**src/hdl/hcrac_pkg.sv**
```systemverilog
// hcrac_pkg: shared types and constants of the hypercube right-angle counter
// used by every module of the block but hcrac_ram; no dependencies

package hcrac_pkg;

    // fixed field widths of the stream items and the register
    localparam int KIND_W       = 2;
    localparam int INDEX_W      = 6;
    localparam int VERTEX_W     = 32;
    localparam int COUNT_W      = 17;
    localparam int SET_SIZE_W   = 7;

    localparam int IN_DATA_W    = 40;
    localparam int OUT_DATA_W   = 24;

    localparam logic [SET_SIZE_W-1:0] SET_SIZE_RST = 7'd64;
    localparam logic [COUNT_W-1:0]    COUNT_MAX    = 17'h1FFFF;

    // defaults for the top-level parameters
    localparam int MAX_VERTICES_DEF = 64;
    localparam int VERTEX_BITS_DEF  = 32;

    // item kinds
    localparam logic [KIND_W-1:0] KIND_WRITE   = 2'd0;
    localparam logic [KIND_W-1:0] KIND_CONTRIB = 2'd1;
    localparam logic [KIND_W-1:0] KIND_TOTAL   = 2'd2;

    typedef enum logic [2:0] {
        ST_IDLE,
        ST_LOAD_A,
        ST_LATCH_A,
        ST_LOAD_J,
        ST_LATCH_J,
        ST_SCAN,
        ST_FINISH
    } t_state;

    // which triple loop the sequencer is walking
    typedef enum logic [1:0] {
        PH_APEX,
        PH_LEG,
        PH_TOTAL
    } t_phase;

    // sequencer to pair unit controls
    typedef struct packed {
        logic clr;          // new item: take candidate, clear count and flag
        logic apex_mem;     // apex <= memory word
        logic da_mem_apex;  // first difference <= memory word ^ apex
        logic da_mem_cand;  // first difference <= memory word ^ candidate
        logic pres;         // compare memory word with candidate
        logic chk;          // memory word is a second leg to test
    } t_unit_ctl;

endpackage

```
**src/hdl/hcrac_ram.sv**
```systemverilog
// hcrac_ram: generic single-port-write, single-port-read RAM with registered read
// no dependencies

module hcrac_ram #(
    parameter int WIDTH = 32,
    parameter int DEPTH = 64
) (
    input  logic                     i_clk,
    input  logic                     i_we,
    input  logic [$clog2(DEPTH)-1:0] i_waddr,
    input  logic [WIDTH-1:0]         i_wdata,
    input  logic [$clog2(DEPTH)-1:0] i_raddr,
    output logic [WIDTH-1:0]         o_rdata
);

    logic [WIDTH-1:0] r_mem [DEPTH];
    logic [WIDTH-1:0] r_rdata;

    always_ff @(posedge i_clk) begin
        if (i_we) begin
            r_mem[i_waddr] <= i_wdata;
        end
        r_rdata <= r_mem[i_raddr];
    end

    assign o_rdata = r_rdata;

endmodule

```
**src/hdl/hcrac_pair_unit.sv**
```systemverilog
// hcrac_pair_unit: shared pair test, saturating triple counter and presence flag
// depends on hcrac_pkg; driven by hcrac_seq, fed by the vertex memory read port

module hcrac_pair_unit #(
    parameter int VERTEX_BITS = hcrac_pkg::VERTEX_BITS_DEF
) (
    input  logic                         i_clk,
    input  logic                         i_rst_n,
    input  hcrac_pkg::t_unit_ctl         i_ctl,
    input  logic [VERTEX_BITS-1:0]       i_cand,
    input  logic [VERTEX_BITS-1:0]       i_rdata,
    output logic [hcrac_pkg::COUNT_W-1:0] o_count,
    output logic                         o_present
);

    logic [VERTEX_BITS-1:0]        r_cand, n_cand;
    logic [VERTEX_BITS-1:0]        r_apex, n_apex;
    logic [VERTEX_BITS-1:0]        r_da, n_da;
    logic [hcrac_pkg::COUNT_W-1:0] r_acc, n_acc;
    logic                          r_pres, n_pres;
    logic                          hit;

    always_comb begin
        // right angle at the apex: the two differences share no set bit
        hit    = ((r_da & (i_rdata ^ r_apex)) == '0);
        n_cand = r_cand;
        n_apex = r_apex;
        n_da   = r_da;
        n_acc  = r_acc;
        n_pres = r_pres;
        if (i_ctl.clr) begin
            n_cand = i_cand;
            n_apex = i_cand;
            n_acc  = '0;
            n_pres = 1'b0;
        end else begin
            if (i_ctl.apex_mem) begin
                n_apex = i_rdata;
            end
            if (i_ctl.da_mem_apex) begin
                n_da = i_rdata ^ r_apex;
            end else if (i_ctl.da_mem_cand) begin
                n_da = i_rdata ^ r_cand;
            end
            if (i_ctl.chk && hit && (r_acc != hcrac_pkg::COUNT_MAX)) begin
                n_acc = r_acc + 1'b1;
            end
            if (i_ctl.pres && (i_rdata == r_cand)) begin
                n_pres = 1'b1;
            end
        end
    end

    always_ff @(posedge i_clk) begin
        if (!i_rst_n) begin
            r_acc  <= '0;
            r_pres <= 1'b0;
        end else begin
            r_acc  <= n_acc;
            r_pres <= n_pres;
        end
    end

    always_ff @(posedge i_clk) begin
        r_cand <= n_cand;
        r_apex <= n_apex;
        r_da   <= n_da;
    end

    assign o_count   = r_acc;
    assign o_present = r_pres;

endmodule

```
**src/hdl/hcrac_seq.sv**
```systemverilog
// hcrac_seq: loop sequencer over apex and leg positions, at most one memory read a cycle
// depends on hcrac_pkg; drives the vertex memory read address and hcrac_pair_unit

module hcrac_seq #(
    parameter int MAX_VERTICES = hcrac_pkg::MAX_VERTICES_DEF
) (
    input  logic                                i_clk,
    input  logic                                i_rst_n,
    input  logic                                i_in_fire,
    input  logic [hcrac_pkg::KIND_W-1:0]        i_kind,
    input  logic [hcrac_pkg::INDEX_W-1:0]       i_pos,
    input  logic [hcrac_pkg::SET_SIZE_W-1:0]    i_set_size,
    input  logic                                i_out_free,
    output logic                                o_ready,
    output logic [$clog2(MAX_VERTICES)-1:0]     o_rd_addr,
    output hcrac_pkg::t_unit_ctl                o_ctl,
    output logic                                o_res_load
);

    localparam int AW = $clog2(MAX_VERTICES);
    localparam int CW = $clog2(MAX_VERTICES + 1);
    localparam int PW = (CW > hcrac_pkg::INDEX_W) ? CW : hcrac_pkg::INDEX_W;
    localparam int SW = (CW > hcrac_pkg::SET_SIZE_W) ? CW : hcrac_pkg::SET_SIZE_W;

    hcrac_pkg::t_state r_state, n_state;
    hcrac_pkg::t_phase r_ph, n_ph;

    logic [CW-1:0]                     r_a, n_a;
    logic [CW-1:0]                     r_b, n_b;
    logic [CW-1:0]                     r_j, n_j;
    logic [CW-1:0]                     r_k, n_k;
    logic [hcrac_pkg::INDEX_W-1:0]     r_pos, n_pos;
    logic                              r_chk, n_chk;
    logic [CW-1:0]                     k_in;
    logic                              a_is_pos, b_is_pos, j_is_pos, a_is_j, b_is_j;
    logic                              skip_a, skip_b;

    always_comb begin
        k_in = (SW'(i_set_size) > SW'(MAX_VERTICES)) ? CW'(MAX_VERTICES) : CW'(i_set_size);

        a_is_pos = (PW'(r_a) == PW'(r_pos));
        b_is_pos = (PW'(r_b) == PW'(r_pos));
        j_is_pos = (PW'(r_j) == PW'(r_pos));
        a_is_j   = (r_a == r_j);
        b_is_j   = (r_b == r_j);

        case (r_ph)
            hcrac_pkg::PH_APEX: begin
                skip_a = a_is_pos;
                skip_b = b_is_pos;
            end
            hcrac_pkg::PH_LEG: begin
                skip_a = 1'b0;
                skip_b = b_is_pos || b_is_j;
            end
            default: begin
                skip_a = a_is_j;
                skip_b = b_is_j;
            end
        endcase
    end

    always_comb begin
        n_state    = r_state;
        n_ph       = r_ph;
        n_a        = r_a;
        n_b        = r_b;
        n_j        = r_j;
        n_k        = r_k;
        n_pos      = r_pos;
        n_chk      = 1'b0;
        o_ctl      = '0;
        o_ctl.chk  = r_chk;
        o_rd_addr  = r_b[AW-1:0];
        o_res_load = 1'b0;

        case (r_state)
            hcrac_pkg::ST_IDLE: begin
                if (i_in_fire) begin
                    o_ctl.clr = 1'b1;
                    n_pos     = i_pos;
                    n_k       = k_in;
                    n_a       = '0;
                    n_b       = '0;
                    n_j       = '0;
                    case (i_kind)
                        hcrac_pkg::KIND_CONTRIB: begin
                            n_ph    = hcrac_pkg::PH_APEX;
                            n_state = hcrac_pkg::ST_LOAD_A;
                        end
                        hcrac_pkg::KIND_TOTAL: begin
                            n_ph    = hcrac_pkg::PH_TOTAL;
                            n_state = hcrac_pkg::ST_LOAD_J;
                        end
                        default: begin
                            n_state = hcrac_pkg::ST_FINISH;
                        end
                    endcase
                end
            end
            hcrac_pkg::ST_LOAD_A: begin
                if (r_a >= r_k) begin
                    if (r_ph == hcrac_pkg::PH_APEX) begin
                        // candidate-as-apex done, now candidate as leg
                        n_ph = hcrac_pkg::PH_LEG;
                        n_j  = '0;
                    end else begin
                        n_j = r_j + 1'b1;
                    end
                    n_state = hcrac_pkg::ST_LOAD_J;
                end else if (skip_a) begin
                    n_a = r_a + 1'b1;
                end else begin
                    o_rd_addr = r_a[AW-1:0];
                    n_state   = hcrac_pkg::ST_LATCH_A;
                end
            end
            hcrac_pkg::ST_LATCH_A: begin
                o_ctl.da_mem_apex = 1'b1;
                n_b               = r_a + 1'b1;
                n_state           = hcrac_pkg::ST_SCAN;
            end
            hcrac_pkg::ST_LOAD_J: begin
                if (r_j >= r_k) begin
                    n_state = hcrac_pkg::ST_FINISH;
                end else begin
                    o_rd_addr = r_j[AW-1:0];
                    n_state   = hcrac_pkg::ST_LATCH_J;
                end
            end
            hcrac_pkg::ST_LATCH_J: begin
                o_ctl.apex_mem = 1'b1;
                if (r_ph == hcrac_pkg::PH_LEG) begin
                    // presence covers every active entry, the replaced one too
                    o_ctl.pres = 1'b1;
                    if (j_is_pos) begin
                        n_j     = r_j + 1'b1;
                        n_state = hcrac_pkg::ST_LOAD_J;
                    end else begin
                        o_ctl.da_mem_cand = 1'b1;
                        n_b               = '0;
                        n_state           = hcrac_pkg::ST_SCAN;
                    end
                end else begin
                    n_a     = '0;
                    n_state = hcrac_pkg::ST_LOAD_A;
                end
            end
            hcrac_pkg::ST_SCAN: begin
                if (r_b >= r_k) begin
                    // last pending test is counted in this cycle
                    if (r_ph == hcrac_pkg::PH_LEG) begin
                        n_j     = r_j + 1'b1;
                        n_state = hcrac_pkg::ST_LOAD_J;
                    end else begin
                        n_a     = r_a + 1'b1;
                        n_state = hcrac_pkg::ST_LOAD_A;
                    end
                end else begin
                    o_rd_addr = r_b[AW-1:0];
                    n_chk     = !skip_b;
                    n_b       = r_b + 1'b1;
                end
            end
            hcrac_pkg::ST_FINISH: begin
                if (i_out_free) begin
                    o_res_load = 1'b1;
                    n_state    = hcrac_pkg::ST_IDLE;
                end
            end
            default: begin
                n_state = hcrac_pkg::ST_IDLE;
            end
        endcase
    end

    always_ff @(posedge i_clk) begin
        if (!i_rst_n) begin
            r_state <= hcrac_pkg::ST_IDLE;
            r_ph    <= hcrac_pkg::PH_APEX;
            r_a     <= '0;
            r_b     <= '0;
            r_j     <= '0;
            r_k     <= '0;
            r_chk   <= 1'b0;
        end else begin
            r_state <= n_state;
            r_ph    <= n_ph;
            r_a     <= n_a;
            r_b     <= n_b;
            r_j     <= n_j;
            r_k     <= n_k;
            r_chk   <= n_chk;
        end
    end

    always_ff @(posedge i_clk) begin
        r_pos <= n_pos;
    end

    assign o_ready = (r_state == hcrac_pkg::ST_IDLE);

    // no pair test may be left in flight when an item finishes
    a_idle_no_chk: assert property (@(posedge i_clk) disable iff (!i_rst_n)
        (r_state == hcrac_pkg::ST_IDLE) |-> !r_chk)
        else $error("pair test pending while idle");

    // a test always follows in the cycle after a scan read
    a_chk_after_scan: assert property (@(posedge i_clk) disable iff (!i_rst_n)
        r_chk |-> ($past(r_state) == hcrac_pkg::ST_SCAN))
        else $error("pair test without scan read");

    // loop counters never run past the active count
    a_cnt_bound: assert property (@(posedge i_clk) disable iff (!i_rst_n)
        (r_state != hcrac_pkg::ST_IDLE) |-> ((r_a <= r_k) && (r_b <= r_k) && (r_j <= r_k)))
        else $error("loop counter beyond active count");

    // a result is loaded only with room in the output register
    a_load_free: assert property (@(posedge i_clk) disable iff (!i_rst_n)
        o_res_load |-> (i_out_free && (r_state == hcrac_pkg::ST_FINISH)))
        else $error("result loaded while output busy");

endmodule

```
**src/hdl/hypercube_right_angle_counter.sv**
```systemverilog
// hypercube_right_angle_counter: top level, stream ports, set size register,
// vertex memory and output register; depends on hcrac_pkg, hcrac_ram, hcrac_seq, hcrac_pair_unit

// Keeps up to MAX_VERTICES hypercube vertices in a memory and counts right-angle
// triples among the first k = min(set_size, MAX_VERTICES) entries. One item is
// taken at a time; s_axis_tready is high only while the sequencer is idle, and
// the result sits in an output register so the next item can be taken while
// it waits. A single pair test unit fed by at most one memory read per cycle
// does all the work, so the cost is set by the number of pair tests. No
// clearing pass is done after reset: entries must be written before they are
// read.

module hypercube_right_angle_counter #(
    parameter int MAX_VERTICES = hcrac_pkg::MAX_VERTICES_DEF,
    parameter int VERTEX_BITS  = hcrac_pkg::VERTEX_BITS_DEF
) (
    input  logic                                 i_clk,
    input  logic                                 i_rst_n,
    input  logic                                 i_set_size_we,
    input  logic [hcrac_pkg::SET_SIZE_W-1:0]     i_set_size_wdata,
    input  logic                                 s_axis_tvalid,
    output logic                                 s_axis_tready,
    // [5:0] index, [37:6] vertex, [39:38] zero
    input  logic [hcrac_pkg::IN_DATA_W-1:0]      s_axis_tdata,
    // [1:0] kind
    input  logic [hcrac_pkg::KIND_W-1:0]         s_axis_tuser,
    output logic                                 m_axis_tvalid,
    input  logic                                 m_axis_tready,
    // [16:0] count, [17] already_present, [23:18] zero
    output logic [hcrac_pkg::OUT_DATA_W-1:0]     m_axis_tdata
);

    localparam int AW = $clog2(MAX_VERTICES);
    localparam int CW = $clog2(MAX_VERTICES + 1);
    localparam int PW = (CW > hcrac_pkg::INDEX_W) ? CW : hcrac_pkg::INDEX_W;

    logic [hcrac_pkg::SET_SIZE_W-1:0] r_set_size;
    logic                             r_ovalid, n_ovalid;
    logic [hcrac_pkg::COUNT_W-1:0]    r_ocount, n_ocount;
    logic                             r_opres, n_opres;

    logic                             in_fire;
    logic                             out_free;
    logic                             ready;
    logic                             res_load;
    logic                             wr_en;
    logic [hcrac_pkg::INDEX_W-1:0]    in_index;
    logic [VERTEX_BITS-1:0]           in_vertex;
    logic [AW-1:0]                    rd_addr;
    logic [VERTEX_BITS-1:0]           rd_data;
    hcrac_pkg::t_unit_ctl             unit_ctl;
    logic [hcrac_pkg::COUNT_W-1:0]    unit_count;
    logic                             unit_present;

    assign in_index  = s_axis_tdata[hcrac_pkg::INDEX_W-1:0];
    // vertex bits above VERTEX_BITS are dropped
    assign in_vertex = s_axis_tdata[hcrac_pkg::INDEX_W +: VERTEX_BITS];

    assign s_axis_tready = ready;
    assign in_fire       = s_axis_tvalid && ready;
    assign out_free      = !r_ovalid || m_axis_tready;
    assign wr_en         = in_fire && (s_axis_tuser == hcrac_pkg::KIND_WRITE)
                           && (PW'(in_index) < PW'(MAX_VERTICES));

    always_ff @(posedge i_clk) begin
        if (!i_rst_n) begin
            r_set_size <= hcrac_pkg::SET_SIZE_RST;
        end else if (i_set_size_we) begin
            r_set_size <= i_set_size_wdata;
        end
    end

    hcrac_ram #(
        .WIDTH (VERTEX_BITS),
        .DEPTH (MAX_VERTICES)
    ) u_store (
        .i_clk   (i_clk),
        .i_we    (wr_en),
        .i_waddr (AW'(in_index)),
        .i_wdata (in_vertex),
        .i_raddr (rd_addr),
        .o_rdata (rd_data)
    );

    hcrac_seq #(
        .MAX_VERTICES (MAX_VERTICES)
    ) u_seq (
        .i_clk      (i_clk),
        .i_rst_n    (i_rst_n),
        .i_in_fire  (in_fire),
        .i_kind     (s_axis_tuser),
        .i_pos      (in_index),
        .i_set_size (r_set_size),
        .i_out_free (out_free),
        .o_ready    (ready),
        .o_rd_addr  (rd_addr),
        .o_ctl      (unit_ctl),
        .o_res_load (res_load)
    );

    hcrac_pair_unit #(
        .VERTEX_BITS (VERTEX_BITS)
    ) u_unit (
        .i_clk     (i_clk),
        .i_rst_n   (i_rst_n),
        .i_ctl     (unit_ctl),
        .i_cand    (in_vertex),
        .i_rdata   (rd_data),
        .o_count   (unit_count),
        .o_present (unit_present)
    );

    always_comb begin
        n_ovalid = r_ovalid;
        n_ocount = r_ocount;
        n_opres  = r_opres;
        if (res_load) begin
            n_ovalid = 1'b1;
            n_ocount = unit_count;
            n_opres  = unit_present;
        end else if (m_axis_tready) begin
            n_ovalid = 1'b0;
        end
    end

    always_ff @(posedge i_clk) begin
        if (!i_rst_n) begin
            r_ovalid <= 1'b0;
        end else begin
            r_ovalid <= n_ovalid;
        end
    end

    always_ff @(posedge i_clk) begin
        r_ocount <= n_ocount;
        r_opres  <= n_opres;
    end

    assign m_axis_tvalid = r_ovalid;
    assign m_axis_tdata  = {{(hcrac_pkg::OUT_DATA_W - hcrac_pkg::COUNT_W - 1){1'b0}},
                            r_opres, r_ocount};

endmodule

```
**config.mk**
```make
export PLATFORM = sky130hd
export DESIGN_NAME = hypercube_right_angle_counter
export DESIGN_NICKNAME = d
export VERILOG_FILES = /design/src/hdl/hcrac_pkg.sv /design/src/hdl/hcrac_ram.sv /design/src/hdl/hcrac_pair_unit.sv /design/src/hdl/hcrac_seq.sv /design/src/hdl/hypercube_right_angle_counter.sv
export SDC_FILE = /design/constraint.sdc
export NUM_CORES = 2
export LEC_CHECK = 0
export BUFFER_PORTS_ARGS = -buffer_cell sky130_fd_sc_hd__buf_2
export CORE_MARGIN = 2
export CORE_UTILIZATION = 45
export CTS_CLUSTER_DIAMETER = 30
export DETAILED_ROUTE_END_ITERATION = 10
export PLACE_DENSITY = 0.69
export REMOVE_ABC_BUFFERS = 1
export SETUP_SLACK_MARGIN = 0.1
export SYNTH_ARGS = -nofsm -noshare
export SYNTH_HDL_FRONTEND = slang
export SYNTH_SLANG_ARGS = --single-unit
```
**constraint.sdc**
```tcl
create_clock -name i_clk -period 11.95 [get_ports i_clk]
set_clock_uncertainty 0.1 [all_clocks]
set_input_delay 3.585 -clock i_clk [delete_from_list [all_inputs] [get_ports i_clk]]
set_output_delay 3.585 -clock i_clk [all_outputs]
set_load 0.05 [all_outputs]
```
* Yosys cells after proc, flatten, opt, wreduce, memory -nomap -nowiden *
Memories as Yosys holds them, arrays and structs flattened. A register that Yosys moved wholly into a read port is not among the register bits.
Index checks and enable logic that the tools add are counted.

storage, ports and cells
  bits in writable memories = 2048
  output and inout bits = 26
  word-level logic and storage cells = 150
  input port bits = 54
  memories = 1
  bits in registers = 180

operators by class
  add/subtract/negate cells = 4
  bitwise logic cells = 6
  mux-type cells = 58
  reductions and logical operators = 28
  order comparisons = 4
  equal/unequal tests = 32

memories
  memory         words  width  rd ports  clocked after memory_dff  write ports  line             source
  u_store.r_mem  64     32     1         1                         1            hcrac_ram.sv:16  logic [WIDTH-1:0] r_mem [DEPTH];

operators with widths
  cell                                            count
  two-way mux 32 bit                              4
  two-way mux 7 bit                               16
  case mux 7 bit (4 select lines)                 3
  XOR 32 bit                                      2
  AND 32 bit                                      1
  equality test 32 bit                            1
  zero test 32 bit                                1
  adder 7 x 1 -> 7 bit (second input constant)    3
  equality test 7 x 6 -> 1 bit                    3
  greater-or-equal comparator 7 bit               3
  two-way mux 3 bit                               7
  case mux 3 bit (7 select lines)                 1
  two-way mux 6 bit                               3
  adder 17 x 1 -> 17 bit (second input constant)  1
  != test 17 bit (second input constant)          1
  equality test 7 bit                             2
  two-way mux 2 bit                               7
  != test 2 x 1 -> 1 bit (second input constant)  7
  != test 2 bit (second input constant)           7
  AND reduction 7 bit                             2
  case mux 6 bit (2 select lines)                 1
  two-way mux 1 bit                               11
  AND reduction 5 bit                             2
  equality test 3 bit (second input constant)     3
  other kinds (22)                                40

* Longest topological paths before layout *
  depth after elaboration = 6
  gate-level depth with buffers = 19
  mapped depth without buffers = 13

* Modules after synthesis *
From an unflattened synthesis, not the netlist that was laid out.

unflattened totals
  cells, all modules = 4234
  area, all modules = 88449.8 µm²

by module, submodules not included
  module                         sequential area each (µm²)  area an instance (µm²)  cells an instance  times used
  hcrac_ram                      62139.6                     78515.3                 3324               1
  hcrac_pair_unit                3243.1                      5769.3                  438                1
  hcrac_seq                      860.8                       3254.4                  418                1
  hypercube_right_angle_counter  700.7                       910.9                   54                 1

* Worst setup path after synthesis *
OpenSTA, ideal clock, no wires.

  path type = input to register
  start = input s_axis_tvalid
  end = register u_unit.r_apex[0], enable pin
  setup time = 0.461 ns
  slack = 5.562 ns
  arrival time = 5.827 ns
  stages on the path = 2
  required time = 11.389 ns
  path buffers = 0
  cells stage by stage = nor2_1 > nor3_1

between the ends
  cells in the longest elaborated chain, start to end = 4

ends and longest elaborated chain
  what                                 line                                 source
  from (decl)                          hypercube_right_angle_counter.sv:21  input logic s_axis_tvalid,
  logical AND 1 bit                    hypercube_right_angle_counter.sv:60  assign in_fire = s_axis_tvalid && ready;
  two-way mux 1 bit                    hcrac_seq.sv:79                      if (i_in_fire) begin
  two-way mux 1 bit                    hcrac_seq.sv:77                      case (r_state)
  nonzero test 2 bit (no source line)  n/a
  to (signal assigned)                 hcrac_pair_unit.sv:66                r_apex <= n_apex;
  to (decl)                            hcrac_pair_unit.sv:17                logic [VERTEX_BITS-1:0] r_apex, n_apex;

No other way between the ends.
A chain may end at the register's enable or synchronous reset.

* Worst setup path after layout *
  start = register u_seq.r_a[0]
  end = register u_store.r_rdata[12] (netlist: u_store.o_rdata[12]) (read register of u_store.r_mem)

between the ends
  cells in the longest elaborated chain, start to end = 5
  elaborated cells on any way between the ends = 7
  classes of those cells = 1 x order compare; 2 x eq/ne; 4 x mux

ends and longest elaborated chain
  what                                                                        line                              source
  from (decl)                                                                 hcrac_seq.sv:28                   logic [CW-1:0] r_a, n_a;
  from (signal assigned)                                                      hcrac_seq.sv:189                  r_a <= n_a;
  equality test 7 bit / equality test 7 x 6 -> 1 bit (equally long branches)  hcrac_seq.sv:44, hcrac_seq.sv:41
  case mux 1 bit (2 select lines)                                             hcrac_seq.sv:47                   case (r_ph)
  two-way mux 6 bit                                                           hcrac_seq.sv:111                  end else if (skip_a) begin
  two-way mux 6 bit (*)                                                       hcrac_seq.sv:102                  if (r_a >= r_k) begin
  case mux 6 bit (2 select lines) (*)                                         hcrac_seq.sv:77
  to (decl)                                                                   hcrac_ram.sv:17                   logic [WIDTH-1:0] r_rdata;

Mark *: on every way between the ends. The rest lies on a longest branch, timed or not.

==> flow_summary.json <==
{
  "run_status": "finished clean",
  "end_kind": "flop",
  "ios": 80,
  "rsz0062_at_grt": "false",
  "start_util": 0.453,
  "wire_per_inst_um": 32.2,
  "synth_top_area_share": 0.747,
  "std_cell_rows": 161,
  "area_growth_pct": 20.7,
  "synth-async-reset-ratio": 0,
  "seq_area_frac_synth": 0.768,
  "hp-class": "reg -> reg",
  "avgSynthCellArea_um2": 20.7,
  "insertion_delay_ns": 0.98,
  "ctsRootBufferMaster": "clkbuf_16",
  "drc_errors": 0,
  "drt_iter0_drc": 6616,
  "cts_setup_buffers": 0,
  "grt_overflow": 0,
  "critPathBufInv": 3,
  "track_usage": 0.242,
  "ant_nets": 0,
  "cts_buffer_depth": 4,
  "crit_chain": "inv_1, ha_1, nand2b_1, a211o_1, a211oi_2, o211ai_1, a31o_2, a221oi_4, buf_12, buf_4, mux4_2, a22oi_1, nand4_1, or2_1",
  "cts_tree": "done",
  "power_density_nw_per_um2": 231,
  "switching_share": 0.257,
  "fin_util": 0.546,
  "critPathTopFamily": "compound AO/OA/AOI/OAI gates",
  "min_period_ns": 6.63,
  "switchingPower_uw": 6230,
  "grt_pass1_vias": 46900,
  "synth_ff_type": "edfxtp_1",
  "fmax_ghz": 0.151,
  "top_usage_layer": "met2",
  "start_kind": "flop",
  "postCtsResizedCells": 0,
  "p_comb_frac": 0.141,
  "drv_cap": 0,
  "fp.dieW_um": 444,
  "slew_headroom": 0.0871,
  "crit_slowest_cell": "buf_4",
  "setup_viol": 0,
  "clk_pin_slew_ns": 0.05,
  "routed-via-count": 46900,
  "power.leakage_uw": 0.0339,
  "dp_hpwl_mm": 128,
  "r2r_setup_slack_ns": 5.32,
  "synthMostInstantiatedCell": "edfxtp_1",
  "path_class": "reg -> reg",
  "place.port_buffers": 71,
  "synth-seq-cells": 2260,
  "final_nets": 4692,
  "grt.met3_usage": 0.0653,
  "seqPwrFrac": 0.382,
  "synth_top_cells_by_count": "edfxtp_1, mux4_2, a22oi_1",
  "ys_warn_count": 0,
  "drt_pass1_iterations": 6,
  "grt_use_met1": 0.327,
  "routed_wl_mm": 240,
  "synth_area_leaders": "edfxtp_1, mux4_2, dfxtp_1",
  "intPower_uw": 18000,
  "clock-sinks": 2260,
  "grtUsageMet2": 0.372,
  "postSynthCellCount": 4209,
  "drive_gt1_frac": 0.291,
  "grt_pass1_wl_mm": 340,
  "fp.dieArea_um2": 197000,
  "slowest_delay_ns": 0.88,
  "routed_via_density": 6.28,
  "synth_area_um2": 87200,
  "crit_arrival_ns": 7.31,
  "antenna_found_initial": 9,
  "synth_top_area_cell": "edfxtp_1",
  "cts_inserted_buffers": 417,
  "synth_edf_count": 2168,
  "grt_max_degree": 122,
  "ys_types": 72,
  "timing.final.crit_share": 0.555,
  "crit_required_ns": 12.64,
  "hold_violations": 0,
  "clockPowerShare": 0.477,
  "path_max_fanout": 96,
  "fillers": 14100,
  "cts_max_level": 5,
  "drv_slew": 0,
  "worst_slew_pin_slew_ns": 1.37,
  "core_um2": 193000,
  "gp_congestion": 0.892,
  "die_height_um": 444,
  "cts_hold_repair.buffers": 0,
  "setup-tns-final_ns": 0,
  "peakVddDrop_mv": 0.175
}
[power groups by stage]
| stage | clock network (uW) | logic (uW) | registers, uW |
|---|---|---|---|
| floorplan | 0 | 2990 | 9340 |
| detailed placement | 0 | 3390 | 9400 |
| global placement | 0 | 3360 | 9390 |
| finish | 11600 | 3430 | 9260 |
| CTS | 11600 | 3410 | 9260 |
| global route | 12000 | 3620 | 9280 |
[final timing paths]
kind / cells after the start / to / start
worst max-delay path: 14 / u_store.o_rdata[12]$_DFF_P_ / u_seq.r_a[0]$_SDFFE_PN0P_
worst min register to register: 2 / u_seq.r_k[3]$_SDFFE_PN0P_ / u_seq.r_k[3]$_SDFFE_PN0P_
worst min-delay path: 2 / u_seq.r_k[3]$_SDFFE_PN0P_ / u_seq.r_k[3]$_SDFFE_PN0P_
worst max register to register: 14 / u_store.o_rdata[12]$_DFF_P_ / u_seq.r_a[0]$_SDFFE_PN0P_
[logic make-up (layout without fill, tap and decap cells)]
family | Yosys count | in the layout | synth area share
flip-flops | 2260 | 2260 | 0.768
AO/OA/AOI/OAI | 376 | 376 | 0.0320
XOR/XNOR | 147 | 147 | 0.0148
buffers and inverters | 236 | 967 | 0.0124
AND/OR/NAND/NOR | 601 | 601 | 0.0326
adder cells (fa/ha/maj) | 30 | 30 | 0.00431
other | 1 | 7 | 0.0000430
multiplexers | 558 | 558 | 0.136
[cell usage in the layout, fill, tap and decap left out, types with 12 or more instances in the layout]
master | synthesis | routed
edfxtp_1 | 2168 | 2168
mux4_2 | 501 | 501
clkbuf_16 | 0 | 426
a22oi_1 | 212 | 212
nand2_1 | 192 | 190
buf_4 | 17 | 105
dfxtp_1 | 92 | 92
xnor2_1 | 90 | 90
nor2_1 | 154 | 82
nand4_1 | 73 | 73
nor2_4 | 0 | 72
buf_2 | 57 | 71
clkinv_2 | 0 | 65
mux2i_1 | 57 | 57
xor2_1 | 57 | 57
clkinv_1 | 1 | 53
bufinv_16 | 0 | 52
clkbuf_1 | 102 | 50
nand3_1 | 49 | 49
clkinvlp_4 | 0 | 46
o22ai_1 | 37 | 37
a21oi_1 | 35 | 35
ha_1 | 30 | 30
clkinv_4 | 0 | 28
or2_1 | 26 | 26
inv_1 | 23 | 23
inv_6 | 0 | 23
nor3_1 | 25 | 20
nor4_1 | 23 | 20
o21ai_0 | 12 | 12
[tightest hold or removal path: stages, from the launching register on]
cell	delay, ns
dfxtp_1	0.30
nand2_1	0.05
a21oi_1	0.05
[metrics by stage]
| step | instance area [um^2] | hold WS, ns | instances | setup slack [ns] | total power, uW |
|---|---|---|---|---|---|
| 3_5_place_dp | 91300 | 0.351 | 6715 | 4.68 | 12800 |
| 3_3_place_gp | 91300 | 0.339 | 6715 | 4.69 | 12700 |
| 6_report | 105000 | 0.355 | 7472 | 5.32 | 24300 |
| 2_1_floorplan | 86200 | 0.309 | 4005 | -14.72 | 12300 |
| 4_1_cts | 105000 | 0.356 | 7471 | 5.33 | 24300 |
| 5_1_grt | 105000 | 0.392 | 7471 | 4.94 | 24900 |
[registers in the layout, summed over array words and instances (netlist names), 17 cells and up]
name	flops
u_unit.r_cand	32
u_unit.r_da	32
u_store.o_rdata	32
u_unit.o_count	17
u_store.r_mem	2048
r_ocount	17
u_unit.r_apex	32
[layer usage]
layer,vias to the layer above,wire length (um),part of all wire
met5,-,70,0.00029
met4,12,10600,0.044
met3,569,27800,0.12
met2,3248,112000,0.46
met1,24600,90200,0.38
li1,18500,-,-
[final cells by class]
cell class / instances / area [um^2] / share of cell area
flip-flops and latches: 2260 / 66900 / 0.636
repair buffers: 184 / 1300 / 0.0124
clock inverters: 272 / 2950 / 0.0281
well taps: 2526 / 3160 / 0.0300
clock buffers: 484 / 11000 / 0.104
diodes: 1 / 2.50 / 0.0000238
multi-input cells: 1718 / 19800 / 0.188
inverters: 27 / 103 / 0.000975
No activity file was read; power rests on OpenSTA's default activity.
